===== src/design/lsba_pkg.sv =====
// Shared types and constants for the light sensor brightness averager.
package lsba_pkg;

  // Field widths of the channels and the configuration port
  localparam int unsigned AdcInW   = 12;
  localparam int unsigned PctW     = 7;
  localparam int unsigned LevelW   = 8;
  localparam int unsigned CfgW     = 8;
  localparam int unsigned CfgIdxW  = 3;

  // Serial divider: quotient bits produced one per cycle while it is stepped
  localparam int unsigned QuoBits  = 8;
  localparam int unsigned StepW    = $clog2(QuoBits);

  // Scaling spans and gain format
  localparam int unsigned PctSpan  = 100;
  localparam int unsigned LvlSpan  = 250;
  localparam int unsigned GainFrac = 6;
  localparam int unsigned ProdW    = 2 * LevelW;
  localparam int unsigned GainedW  = ProdW - GainFrac;

  // Register reset values
  localparam logic [CfgW-1:0] MaxLevelRst  = 8'd100;
  localparam logic [CfgW-1:0] MinLevelRst  = 8'd15;
  localparam logic [CfgW-1:0] UpperSnapRst = 8'd140;
  localparam logic [CfgW-1:0] LowerSnapRst = 8'd40;
  localparam logic [CfgW-1:0] GainRst      = 8'd64;
  localparam logic [CfgW-1:0] ThreshRst    = 8'd5;

  // Configuration register indexes
  typedef enum logic [CfgIdxW-1:0] {
    CFG_MAX_LEVEL        = 3'd0,
    CFG_MIN_LEVEL        = 3'd1,
    CFG_UPPER_SNAP_LIMIT = 3'd2,
    CFG_LOWER_SNAP_LIMIT = 3'd3,
    CFG_GAIN_Q2_6        = 3'd4,
    CFG_CHANGE_THRESHOLD = 3'd5
  } cfg_idx_e;

  // Sequencer states
  typedef enum logic [2:0] {
    ST_IDLE,
    ST_DIV,
    ST_ACC,
    ST_MEAN,
    ST_GAIN,
    ST_LEVEL,
    ST_DONE
  } state_e;

  // Control of one serial divider
  typedef struct packed {
    logic load;
    logic step;
  } div_ctrl_t;

endpackage


===== src/design/lsba_in_if.sv =====
// Input channel: one converter sample per item.
interface lsba_in_if;
  logic                            valid;
  logic                            ready;
  logic [lsba_pkg::AdcInW-1:0]     adc_sample;

  modport source (output valid, output adc_sample, input ready);
  modport sink   (input valid, input adc_sample, output ready);
endinterface


===== src/design/lsba_out_if.sv =====
// Output channel: percent, level and update flag per item.
interface lsba_out_if;
  logic                            valid;
  logic                            ready;
  logic [lsba_pkg::PctW-1:0]       raw_percent;
  logic [lsba_pkg::LevelW-1:0]     level;
  logic                            level_updated;

  modport source (output valid, output raw_percent, output level, output level_updated,
                  input ready);
  modport sink   (input valid, input raw_percent, input level, input level_updated,
                  output ready);
endinterface


===== src/design/lsba_serdiv.sv =====
// Restoring divider that yields one quotient bit per cycle while step is asserted.
module lsba_serdiv #(
  parameter int unsigned W = 20
) (
  input  logic                           clk_i,
  input  logic                           rst_ni,
  input  lsba_pkg::div_ctrl_t            ctrl_i,
  input  logic [W-1:0]                   num_i,
  input  logic [W-1:0]                   den_i,
  output logic [lsba_pkg::QuoBits-1:0]   quo_o
);

  logic [W-1:0]                 rem_q;
  logic [W-1:0]                 den_q;
  logic [lsba_pkg::QuoBits-1:0] quo_q;
  logic                         fits;

  // Trial subtract of the aligned divisor
  assign fits = (rem_q >= den_q);

  // Load operands, then shift the divisor right one bit per step
  always_ff @(posedge clk_i or negedge rst_ni) begin
    if (!rst_ni) begin
      rem_q <= '0;
      den_q <= '0;
      quo_q <= '0;
    end else if (ctrl_i.load) begin
      rem_q <= num_i;
      den_q <= den_i;
      quo_q <= '0;
    end else if (ctrl_i.step) begin
      if (fits) begin
        rem_q <= rem_q - den_q;
      end
      den_q <= den_q >> 1;
      quo_q <= {quo_q[lsba_pkg::QuoBits-2:0], fits};
    end
  end

  assign quo_o = quo_q;

endmodule


===== src/design/light_sensor_brightness_average.sv =====
// Light sensor brightness averager: percent per sample, gained, clamped and snapped level per block.
// Sequence: the percent and level dividers take each sample on accept; the sample that closes an
// average adds a second serial division for the block mean, a gain multiply and a clamp step.
// One sample is handled at a time: the next item is taken once the result is registered, and
// that waits while the previous result has not yet been taken by ready.
// Reset: registers return to their defaults, sum 0, count 1, level and reported level 0.
module light_sensor_brightness_average #(
  parameter int unsigned SAMPLES_PER_AVERAGE = 5,
  parameter int unsigned ADC_BITS            = 12
) (
  input  logic                              clk_i,
  input  logic                              rst_ni,
  lsba_in_if.sink                           in_i,
  lsba_out_if.source                        out_o,
  input  logic                              cfg_we_i,
  input  logic [lsba_pkg::CfgIdxW-1:0]      cfg_idx_i,
  input  logic [lsba_pkg::CfgW-1:0]         cfg_data_i
);

  localparam int unsigned RW     = ADC_BITS + lsba_pkg::QuoBits;
  localparam int unsigned SumW   = $clog2(SAMPLES_PER_AVERAGE * lsba_pkg::LvlSpan + 1);
  localparam int unsigned CntW   = $clog2(SAMPLES_PER_AVERAGE + 1);
  localparam logic [RW-1:0] FullW = {{(RW-ADC_BITS){1'b0}}, {ADC_BITS{1'b1}}};
  localparam logic [RW-1:0] DenAdc = FullW << (lsba_pkg::QuoBits - 1);
  localparam logic [RW-1:0] DenAvg = RW'(SAMPLES_PER_AVERAGE) << (lsba_pkg::QuoBits - 1);
  localparam logic [CntW-1:0] CntTop = CntW'(SAMPLES_PER_AVERAGE);
  localparam logic [lsba_pkg::StepW-1:0] StepLast = lsba_pkg::StepW'(lsba_pkg::QuoBits - 1);

  // Configuration registers
  logic [lsba_pkg::CfgW-1:0] max_q, min_q, upper_q, lower_q, gain_q, thresh_q;

  // Sequencer and block state
  lsba_pkg::state_e                 state_q, state_d;
  logic [lsba_pkg::StepW-1:0]       step_q;
  logic [SumW-1:0]                  sum_q;
  logic [CntW-1:0]                  count_q;
  logic [lsba_pkg::LevelW-1:0]      avg_q;
  logic [lsba_pkg::LevelW-1:0]      rep_q;
  logic [lsba_pkg::PctW-1:0]        pct_q;
  logic [lsba_pkg::ProdW-1:0]       prod_q;

  // Output register
  logic                             out_valid_q;
  logic [lsba_pkg::PctW-1:0]        out_pct_q;
  logic [lsba_pkg::LevelW-1:0]      out_level_q;
  logic                             out_upd_q;

  // Datapath signals
  logic                             accept;
  logic                             out_free;
  logic                             avg_due;
  logic                             out_load;
  logic [RW-1:0]                    sample_w, sat_w;
  logic [RW-1:0]                    num_pct, num_lvl, lvl_num, lvl_den;
  logic [SumW-1:0]                  sum_new;
  logic [lsba_pkg::QuoBits-1:0]     pct_quo, lvl_quo;
  logic [lsba_pkg::GainedW-1:0]     gained, v_lo, v_hi, v_up, v_snap;
  logic [lsba_pkg::LevelW-1:0]      diff;
  logic                             upd;
  lsba_pkg::div_ctrl_t              pct_ctrl, lvl_ctrl;

  // Write configuration registers, ignore indexes past the list
  always_ff @(posedge clk_i or negedge rst_ni) begin
    if (!rst_ni) begin
      max_q    <= lsba_pkg::MaxLevelRst;
      min_q    <= lsba_pkg::MinLevelRst;
      upper_q  <= lsba_pkg::UpperSnapRst;
      lower_q  <= lsba_pkg::LowerSnapRst;
      gain_q   <= lsba_pkg::GainRst;
      thresh_q <= lsba_pkg::ThreshRst;
    end else if (cfg_we_i) begin
      unique case (cfg_idx_i)
        lsba_pkg::CFG_MAX_LEVEL:        max_q    <= cfg_data_i;
        lsba_pkg::CFG_MIN_LEVEL:        min_q    <= cfg_data_i;
        lsba_pkg::CFG_UPPER_SNAP_LIMIT: upper_q  <= cfg_data_i;
        lsba_pkg::CFG_LOWER_SNAP_LIMIT: lower_q  <= cfg_data_i;
        lsba_pkg::CFG_GAIN_Q2_6:        gain_q   <= cfg_data_i;
        lsba_pkg::CFG_CHANGE_THRESHOLD: thresh_q <= cfg_data_i;
        default: ;
      endcase
    end
  end

  // Saturate the sample to full scale and form both numerators
  assign sample_w = RW'(in_i.adc_sample);
  assign sat_w    = (sample_w > FullW) ? FullW : sample_w;
  assign num_pct  = sat_w * RW'(lsba_pkg::PctSpan);
  assign num_lvl  = sat_w * RW'(lsba_pkg::LvlSpan);

  assign accept   = in_i.valid && in_i.ready;
  assign out_free = !out_valid_q || out_o.ready;
  assign avg_due  = (count_q >= CntTop);
  assign sum_new  = sum_q + SumW'(lvl_quo);

  // Next state
  always_comb begin
    state_d = state_q;
    unique case (state_q)
      lsba_pkg::ST_IDLE:  if (accept) state_d = lsba_pkg::ST_DIV;
      lsba_pkg::ST_DIV:   if (step_q == StepLast) state_d = lsba_pkg::ST_ACC;
      lsba_pkg::ST_ACC:   state_d = avg_due ? lsba_pkg::ST_MEAN : lsba_pkg::ST_DONE;
      lsba_pkg::ST_MEAN:  if (step_q == StepLast) state_d = lsba_pkg::ST_GAIN;
      lsba_pkg::ST_GAIN:  state_d = lsba_pkg::ST_LEVEL;
      lsba_pkg::ST_LEVEL: state_d = lsba_pkg::ST_DONE;
      lsba_pkg::ST_DONE:  if (out_free) state_d = lsba_pkg::ST_IDLE;
      default:            state_d = lsba_pkg::ST_IDLE;
    endcase
  end

  // Sequencer outputs
  always_comb begin
    in_i.ready    = (state_q == lsba_pkg::ST_IDLE);
    pct_ctrl.load = (state_q == lsba_pkg::ST_IDLE) && in_i.valid;
    pct_ctrl.step = (state_q == lsba_pkg::ST_DIV);
    lvl_ctrl.load = ((state_q == lsba_pkg::ST_IDLE) && in_i.valid) ||
                    ((state_q == lsba_pkg::ST_ACC) && avg_due);
    lvl_ctrl.step = (state_q == lsba_pkg::ST_DIV) || (state_q == lsba_pkg::ST_MEAN);
    lvl_num       = (state_q == lsba_pkg::ST_IDLE) ? num_lvl : RW'(sum_new);
    lvl_den       = (state_q == lsba_pkg::ST_IDLE) ? DenAdc : DenAvg;
    out_load      = (state_q == lsba_pkg::ST_DONE) && out_free;
  end

  // Percent divider
  lsba_serdiv #(.W(RW)) u_div_pct (
    .clk_i  (clk_i),
    .rst_ni (rst_ni),
    .ctrl_i (pct_ctrl),
    .num_i  (num_pct),
    .den_i  (DenAdc),
    .quo_o  (pct_quo)
  );

  // Level divider, reused for the block mean
  lsba_serdiv #(.W(RW)) u_div_lvl (
    .clk_i  (clk_i),
    .rst_ni (rst_ni),
    .ctrl_i (lvl_ctrl),
    .num_i  (lvl_num),
    .den_i  (lvl_den),
    .quo_o  (lvl_quo)
  );

  // Clamp low then high, then snap upper then lower
  assign gained = prod_q[lsba_pkg::ProdW-1:lsba_pkg::GainFrac];
  always_comb begin
    v_lo   = (gained < lsba_pkg::GainedW'(min_q)) ? lsba_pkg::GainedW'(min_q) : gained;
    v_hi   = (v_lo > lsba_pkg::GainedW'(max_q)) ? lsba_pkg::GainedW'(max_q) : v_lo;
    v_up   = (v_hi >= lsba_pkg::GainedW'(upper_q)) ? lsba_pkg::GainedW'(max_q) : v_hi;
    v_snap = (v_up <= lsba_pkg::GainedW'(lower_q)) ? lsba_pkg::GainedW'(min_q) : v_up;
  end

  // Distance to the last reported level
  assign diff = (avg_q >= rep_q) ? (avg_q - rep_q) : (rep_q - avg_q);
  assign upd  = (diff >= thresh_q);

  // Advance state, step counter and block state
  always_ff @(posedge clk_i or negedge rst_ni) begin
    if (!rst_ni) begin
      state_q     <= lsba_pkg::ST_IDLE;
      step_q      <= '0;
      sum_q       <= '0;
      count_q     <= CntW'(1);
      avg_q       <= '0;
      rep_q       <= '0;
      out_valid_q <= 1'b0;
    end else begin
      state_q <= state_d;
      if ((state_q == lsba_pkg::ST_DIV) || (state_q == lsba_pkg::ST_MEAN)) begin
        step_q <= (step_q == StepLast) ? '0 : step_q + 1'b1;
      end else begin
        step_q <= '0;
      end
      if (state_q == lsba_pkg::ST_ACC) begin
        if (avg_due) begin
          sum_q   <= '0;
          count_q <= CntW'(1);
        end else begin
          sum_q   <= sum_new;
          count_q <= count_q + 1'b1;
        end
      end
      if (state_q == lsba_pkg::ST_LEVEL) begin
        avg_q <= v_snap[lsba_pkg::LevelW-1:0];
      end
      if (out_load && upd) begin
        rep_q <= avg_q;
      end
      if (out_load) begin
        out_valid_q <= 1'b1;
      end else if (out_o.ready) begin
        out_valid_q <= 1'b0;
      end
    end
  end

  // Hold percent, gain product and result payload
  always_ff @(posedge clk_i) begin
    if (state_q == lsba_pkg::ST_ACC) begin
      pct_q <= pct_quo[lsba_pkg::PctW-1:0];
    end
    if (state_q == lsba_pkg::ST_GAIN) begin
      prod_q <= lsba_pkg::ProdW'(lvl_quo) * lsba_pkg::ProdW'(gain_q);
    end
    if (out_load) begin
      out_pct_q   <= pct_q;
      out_level_q <= avg_q;
      out_upd_q   <= upd;
    end
  end

  assign out_o.valid         = out_valid_q;
  assign out_o.raw_percent   = out_pct_q;
  assign out_o.level         = out_level_q;
  assign out_o.level_updated = out_upd_q;

endmodule


===== src/flat_wrapper.sv =====
// flat-port wrapper written by rule: the top's interface ports become plain ports
module light_sensor_brightness_average_flat 
#(
  parameter int unsigned SAMPLES_PER_AVERAGE = 5,
  parameter int unsigned ADC_BITS            = 12
)
  (clk_i, rst_ni, cfg_we_i, cfg_idx_i, cfg_data_i, in_i_valid, in_i_adc_sample, in_i_ready, out_o_valid, out_o_raw_percent, out_o_level, out_o_level_updated, out_o_ready);
  lsba_in_if in_i_i ();
  lsba_out_if out_o_i ();
  input  logic clk_i;
  input  logic rst_ni;
  input  logic cfg_we_i;
  input  logic [lsba_pkg::CfgIdxW-1:0] cfg_idx_i;
  input  logic [lsba_pkg::CfgW-1:0] cfg_data_i;
  input wire logic [$bits(in_i_i.valid)-1:0] in_i_valid;
  input wire logic [$bits(in_i_i.adc_sample)-1:0] in_i_adc_sample;
  output wire logic [$bits(in_i_i.ready)-1:0] in_i_ready;
  output wire logic [$bits(out_o_i.valid)-1:0] out_o_valid;
  output wire logic [$bits(out_o_i.raw_percent)-1:0] out_o_raw_percent;
  output wire logic [$bits(out_o_i.level)-1:0] out_o_level;
  output wire logic [$bits(out_o_i.level_updated)-1:0] out_o_level_updated;
  input wire logic [$bits(out_o_i.ready)-1:0] out_o_ready;
  assign in_i_i.valid = in_i_valid;
  assign in_i_i.adc_sample = in_i_adc_sample;
  assign in_i_ready = in_i_i.ready;
  assign out_o_valid = out_o_i.valid;
  assign out_o_raw_percent = out_o_i.raw_percent;
  assign out_o_level = out_o_i.level;
  assign out_o_level_updated = out_o_i.level_updated;
  assign out_o_i.ready = out_o_ready;
  light_sensor_brightness_average #(.SAMPLES_PER_AVERAGE(SAMPLES_PER_AVERAGE), .ADC_BITS(ADC_BITS)) u_core (.clk_i(clk_i), .rst_ni(rst_ni), .in_i(in_i_i), .out_o(out_o_i), .cfg_we_i(cfg_we_i), .cfg_idx_i(cfg_idx_i), .cfg_data_i(cfg_data_i));
endmodule

===== config.mk =====
export PLATFORM = sky130hd
export DESIGN_NAME = light_sensor_brightness_average_flat
export DESIGN_NICKNAME = d
export VERILOG_FILES = /design/src/design/lsba_pkg.sv /design/src/design/lsba_in_if.sv /design/src/design/lsba_out_if.sv /design/src/design/lsba_serdiv.sv /design/src/design/light_sensor_brightness_average.sv /design/src/flat_wrapper.sv
export SDC_FILE = /design/constraint.sdc
export NUM_CORES = 1
export LEC_CHECK = 0
export BUFFER_PORTS_ARGS = -buffer_cell sky130_fd_sc_hd__buf_4
export CAP_MARGIN = 20
export CORE_MARGIN = 2
export CORE_UTILIZATION = 40
export CTS_BUF_LIST = sky130_fd_sc_hd__clkbuf_4
export DETAILED_ROUTE_END_ITERATION = 8
export PLACE_DENSITY_LB_ADDON = 0.15
export SKIP_LAST_GASP = 1
export SYNTH_ARGS = -nofsm -noshare
export SYNTH_HDL_FRONTEND = slang
export SYNTH_SLANG_ARGS = --single-unit

===== constraint.sdc =====
create_clock -name clk_i -period 12.9 [get_ports clk_i]
set_input_delay 1.935 -clock clk_i [delete_from_list [all_inputs] [get_ports clk_i]]
set_output_delay 1.935 -clock clk_i [all_outputs]
set_load 0.05 [all_outputs]

# After elaboration in Yosys (flattened, before gate mapping)
# Cells that the tools add are included.
# word_totals
regBits	219
output_inout_bits	18
word_cells	118
inputBits	28
# classes
addsub	7
eq_ne	16
mux	34
n_reduce_logical	24
n_mul	3
magnitude_cmp	10
# ops
op	count
20-bit 2-to-1 mux	11
20-bit >= comparator	2
20-bit subtractor	2
8-bit 2-to-1 mux	4
10-bit 2-to-1 mux	3
3-bit 2-to-1 mux	8
3-bit one-hot mux with 7 select lines	1
20-bit by 5-bit multiplier with 18-bit output (second input constant)	1
20-bit by 7-bit multiplier with 19-bit output (second input constant)	1
19-bit 2-to-1 mux	1
3-bit == test (second input constant)	6
8-bit >= comparator	2
8-bit by 8-bit multiplier with 16-bit output	1
2-bit AND reduction	8
8-bit subtractor	2
7-bit 2-to-1 mux	2
3-bit by 2-bit == test with 1-bit output (second input constant)	4
12-bit > comparator (second input constant)	1
12-bit 2-to-1 mux	1
11-bit by 8-bit adder with 11-bit output	1
11-bit 2-to-1 mux	1
10-bit by 8-bit >= comparator with 1-bit output	1
10-bit by 8-bit > comparator with 1-bit output	1
10-bit by 8-bit less-or-equal comparator with 1-bit output	1
13 further kinds	28

# Logic depth before layout (Yosys ltp)
# depth
word_depth	8
depth_mapped	34
depth_no_buf	32

# Cells and area by module
# A second synthesis with hierarchy kept.
# hier_totals
cells_unflattened	1911
area_unflattened_um2	18027.3
# modules_own_cells
module	area_each_um2	cells_each	n_inst	seq_area_each_um2
light_sensor_brightness_average	11521.0	1197	1	3138.0
lsba_serdiv	3253.1	357	2	1201.2

# Worst setup path before layout
# No wires, ideal clock.
# synth_path
kind	reg2reg
from	reg u_core.min_q[3] in the netlist's numbering
to	reg u_core.avg_q[5] in the netlist's numbering
t_required_ns	12.823
path_buffers	2
arrival_ns	6.643
setup_time_ns	0.077
slack_ns	6.179
period_less_slack_ns	6.721
path_stages_with_launch	32
path_cell_list	dfstp_2 > inv_1 > ha_1 > a21o_1 > a211oi_1 > o21ai_1 > a21oi_2 > mux2_2 > ha_1 > nand3_1 > o221ai_1 > nor2_1 > o31ai_1 > clkbuf_1 > a21oi_1 > ha_1 > a21o_1 > a21oi_1 > o21ai_0 > o31a_1 > nor2_2 > mux2i_1 > inv_1 > ha_1 > nand2_1 > or3_1 > nand3_1 > nand2_1 > a41o_1 > clkbuf_1 > a41o_1 > a21oi_1
# synth_between
elab_chain_len	8
# synth_lines
element	line	text
from (decl)	light_sensor_brightness_average.sv:30	logic [lsba_pkg::CfgW-1:0] max_q, min_q, upper_q, lower_q, gain_q, thresh_q;
from (signal assigned)	light_sensor_brightness_average.sv:66	min_q <= lsba_pkg::MinLevelRst;
from (signal assigned)	light_sensor_brightness_average.sv:74	lsba_pkg::CFG_MIN_LEVEL: min_q <= cfg_data_i;
10-bit by 8-bit less-than comparator with 1-bit output	light_sensor_brightness_average.sv:146	v_lo = (gained < lsba_pkg::GainedW'(min_q)) ? lsba_pkg::GainedW'(min_q) : gained;
10-bit 2-to-1 mux (*)	light_sensor_brightness_average.sv:146	
10-bit by 8-bit > comparator with 1-bit output	light_sensor_brightness_average.sv:147	v_hi = (v_lo > lsba_pkg::GainedW'(max_q)) ? lsba_pkg::GainedW'(max_q) : v_lo;
10-bit 2-to-1 mux (*)	light_sensor_brightness_average.sv:147	
10-bit by 8-bit >= comparator with 1-bit output	light_sensor_brightness_average.sv:148	v_up = (v_hi >= lsba_pkg::GainedW'(upper_q)) ? lsba_pkg::GainedW'(max_q) : v_hi;
10-bit 2-to-1 mux (*)	light_sensor_brightness_average.sv:148	
10-bit by 8-bit less-or-equal comparator with 1-bit output	light_sensor_brightness_average.sv:149	v_snap = (v_up <= lsba_pkg::GainedW'(lower_q)) ? lsba_pkg::GainedW'(min_q) : v_up;
8-bit 2-to-1 mux (*)	light_sensor_brightness_average.sv:149	
to (signal assigned)	light_sensor_brightness_average.sv:183	avg_q <= v_snap[lsba_pkg::LevelW-1:0];
to (decl)	light_sensor_brightness_average.sv:37	logic [lsba_pkg::LevelW-1:0] avg_q;
# Every way passes the cells marked *; elsewhere a longest branch is shown, timed or not.
# A chain may end at the register's enable or synchronous reset.

# Worst setup path after layout
# layout_path
from	reg u_core.min_q[3] in the netlist's numbering
to	reg u_core.avg_q[3] in the netlist's numbering
# layout_between
elab_chain_len	8
# layout_lines
element	line
10-bit by 8-bit less-than comparator with 1-bit output	light_sensor_brightness_average.sv:146
10-bit 2-to-1 mux	light_sensor_brightness_average.sv:146
10-bit by 8-bit > comparator with 1-bit output	light_sensor_brightness_average.sv:147
10-bit 2-to-1 mux	light_sensor_brightness_average.sv:147
10-bit by 8-bit >= comparator with 1-bit output	light_sensor_brightness_average.sv:148
10-bit 2-to-1 mux	light_sensor_brightness_average.sv:148
10-bit by 8-bit less-or-equal comparator with 1-bit output	light_sensor_brightness_average.sv:149
8-bit 2-to-1 mux (*)	light_sensor_brightness_average.sv:149
# Marked as above.

==> impl_metrics.tcl <==
set metrics [dict create \
    die_width_um 211 \
    synth_largest_type_area_fraction 0.236 \
    detail_route.vias_per_cell 5.24 \
    run_status "finished, final reports clean" \
    cts_buffer_depth 3 \
    cts_root_buf "clkbuf_4" \
    synth_cell_type_count 81 \
    slowest_stage "dfstp_2" \
    fillCellCount 4199 \
    grt_overflow_total 0 \
    h_tree_depth 2 \
    rows 75 \
    vdd.ir_drop.worst_uv 133 \
    synth_top_area_cell "dfrtp_1" \
    first_global_vias 13700 \
    synth.yosys.seq_area_share 0.318 \
    post_synth_instance_area_um2 17200 \
    layout-drive-gt1-share 0.122 \
    max_freq_mhz 130 \
    buffer_ports.inserted 45 \
    insertion_delay_ns 0.81 \
    post_cts_hold_buffer_count 0 \
    power_leakage_uw 0.00906 \
    finalCoreUtilization 0.448 \
    postSynthAreaPerCell_um2 9.36 \
    detail-route-antenna-nets 0 \
    ys_ff_latch 211 \
    grt_pass1_wl_um 68200 \
    max_cap_check_violation_count 0 \
    hold_class "reg -> reg" \
    first_pass_iters 4 \
    cts_post_setup_buffers_inserted 0 \
    synth.area.top_cells "dfrtp_1 (24%), ha_1 (15%), fa_1 (9.8%), edfxtp_1 (5.8%), inv_1 (5.3%)" \
    setup_tns_ns 0 \
    wl_per_cell_um 16.2 \
    grt_max_degree 116 \
    post-route-period-util 0.597 \
    async_reset_ff_frac 0.844 \
    dp_hpwl_um 29400 \
    post_cts.resized_instances 0 \
    drt_first_iter_violations 591 \
    worst_path_max_stage_delay_ns 0.54 \
    drc_violation_count_after_routing 0 \
    synthesized_net_count 2158 \
    grt_setup_unrepaired "no" \
    fp.dieArea_um2 44600 \
    sequential_cell_area_um2 5470 \
    timing.final.crit_period_ns 7.70 \
    drv_slew 0 \
    worstSetupStartpointType "flip-flop" \
    cts_tree "done" \
    worst-slew-pin-transition_ns 1.01 \
    detail_route.wirelength_um 40400 \
    numClockSinks 211 \
    synth_flop_cell "dfrtp_1" \
    fin_nets 2220 \
    worstSetupPathType "reg -> reg" \
    path_clk_slew_ns 0.07 \
    worst_path_most_repeated_cell "ha_1" \
    power_density_nw_per_um2 266 \
    critical_path_peak_fanout 16 \
    core_area_um2 42100 \
    initial_utilization 0.408 \
    area.growth.synth_to_final_pct 9.95 \
    finalWeightedCongestion 0.845 \
    finalSetupViolCount 0 \
    arrival_ns 8.39 \
    grt_antenna_before_repair 2 \
    multi_input_comb_area_um2 10600 \
    postSynthCellCount 1836 \
    cp_data_required_time_ns 13.59 \
    floorplan.die.height_um 211 \
    max-slew-margin-rel 0.323 \
    worstSetupEndpointType "flip-flop" \
    tritoncts.num_buffers 61 \
    timing.hold.ws_ns 0.416 \
    finalClockSkew_ns 0.0714 \
    synth_warnings 0 \
    groute.usage.overall 0.189 \
    via_count 13000 \
    hold_viol_final 0 \
    synth_enable_flop_cells 33 \
    io-pin-count 46 \
]
-- sequential cells by signal, indices dropped and copies added, names as in the netlist, 10 cells and up --
name and count:
u_core.prod_q 10, u_core.sum_q 11, u_core.u_div_lvl.den_q 19, u_core.u_div_lvl.rem_q 20
u_core.u_div_pct.den_q 19, u_core.u_div_pct.rem_q 20
-- Yosys cell counts, types with 14 or more instances --
cell type	n
fa_1	84
o21ai_1	16
inv_1	244
o21a_1	14
a21o_1	27
mux2_2	37
edfxtp_1	33
dfstp_2	16
a211oi_1	22
nand2b_1	16
o31ai_1	15
clkbuf_1	53
o211ai_1	21
a21oi_1	123
o21ai_0	100
nand3_1	33
nand2_1	168
mux2i_1	33
nor3_1	34
and2_1	46
a31oi_1	18
dfrtp_1	162
ha_1	210
xnor2_1	47
xor2_1	25
nor2b_1	15
nor2_1	87
-- final timing paths --
| path | start | slack (ns) | end | cells after the start |
|---|---|---|---|---|
| max | u_core.min_q[3] | 5.20 | u_core.avg_q[3] | 33 |
| min | u_core.u_div_pct.quo_o[1] | 0.42 | u_core.pct_q[1] | 0 |
| max reg2reg | u_core.min_q[3] | 5.20 | u_core.avg_q[3] | 33 |
| min reg2reg | u_core.u_div_pct.quo_o[1] | 0.42 | u_core.pct_q[1] | 0 |
| max in group asynchronous | rst_ni | 10.10 | u_core.u_div_pct.rem_q[19] | 2 |
| min in group asynchronous | rst_ni | 1.31 | u_core.gain_q[0] | 1 |
-- stage by stage --
step                      area [µm²]  setup WS [ns]  std cells  power, µW
after floorplan                17200           6.18       1836       3660
after global placement         18100           5.45       2374       4340
after detailed placement       18100           5.24       2374       4390
after CTS                      18900           5.21       2485       5100
after global routing           18900           4.61       2486       5580
final                          18900           5.20       2486       5030
-- cells by family after synthesis --
| group | Yosys count | share of synthesized area |
|---|---|---|
| and+or+nand+nor | 448 | 0.123 |
| DFF | 211 | 0.318 |
| xor gates and xnor gates | 72 | 0.0367 |
| muxes | 70 | 0.0435 |
| buffers and inverters | 307 | 0.0678 |
| AOI/OAI and AO/OA | 434 | 0.160 |
| adders and majority gates | 294 | 0.251 |
-- cell type report --
type / instances / area share
inverters: 245 / 0.0487
flip-flops and latches: 211 / 0.289
diodes: 1 / 0.000132
well taps: 539 / 0.0357
clock inverters: 19 / 0.00616
repair buffers: 61 / 0.0246
multi-input cells: 1318 / 0.559
clock buffers: 92 / 0.0366
-- cell usage in the layout, fill, tap and decap left out, types with 15 or more instances in the layout --
cell type,n
fa_1,84
dfrtp_1,162
dfstp_2,16
buf_4,60
nand3_1,33
inv_1,244
nor2_1,86
a21o_1,27
and2_1,45
edfxtp_1,33
xnor2_1,47
mux2_2,37
o21ai_1,16
clkbuf_4,92
ha_1,210
o31ai_1,15
nor3_1,34
a211oi_1,22
o211ai_1,21
o21ai_0,100
mux2i_1,33
a21oi_1,123
a31oi_1,18
nand2_1,168
nand2b_1,16
xor2_1,25
-- critical path, delay by kind of cell (launching register included) --
kind | cells | cell delay (ns)
multiplexers | 3 | 1.07
AO/OA/AOI/OAI | 14 | 2.94
adder cells (fa/ha/maj) | 4 | 1.01
buffers and inverters | 4 | 0.47
AND/OR/NAND/NOR | 8 | 1.54
flip-flops | 1 | 0.54
-- routing by layer --
metal | part of all wire | wire length, µm | GRT usage | up-vias
met1 | 0.46 | 18500 | 0.241 | 6321
met4 | 0.018 | 734 | 0.0498 | 2
met5 | 0.00032 | 13 | 0 | -
met3 | 0.038 | 1550 | 0.0348 | 62
li1 | - | - | - | 6478
met2 | 0.48 | 19500 | 0.331 | 171
-- report_power, final --
part	internal [µW]	switching, µW
Clock	345	322
Sequential	970	211
Combinational	1360	1820
No activity file was read; power rests on OpenSTA's default activity.
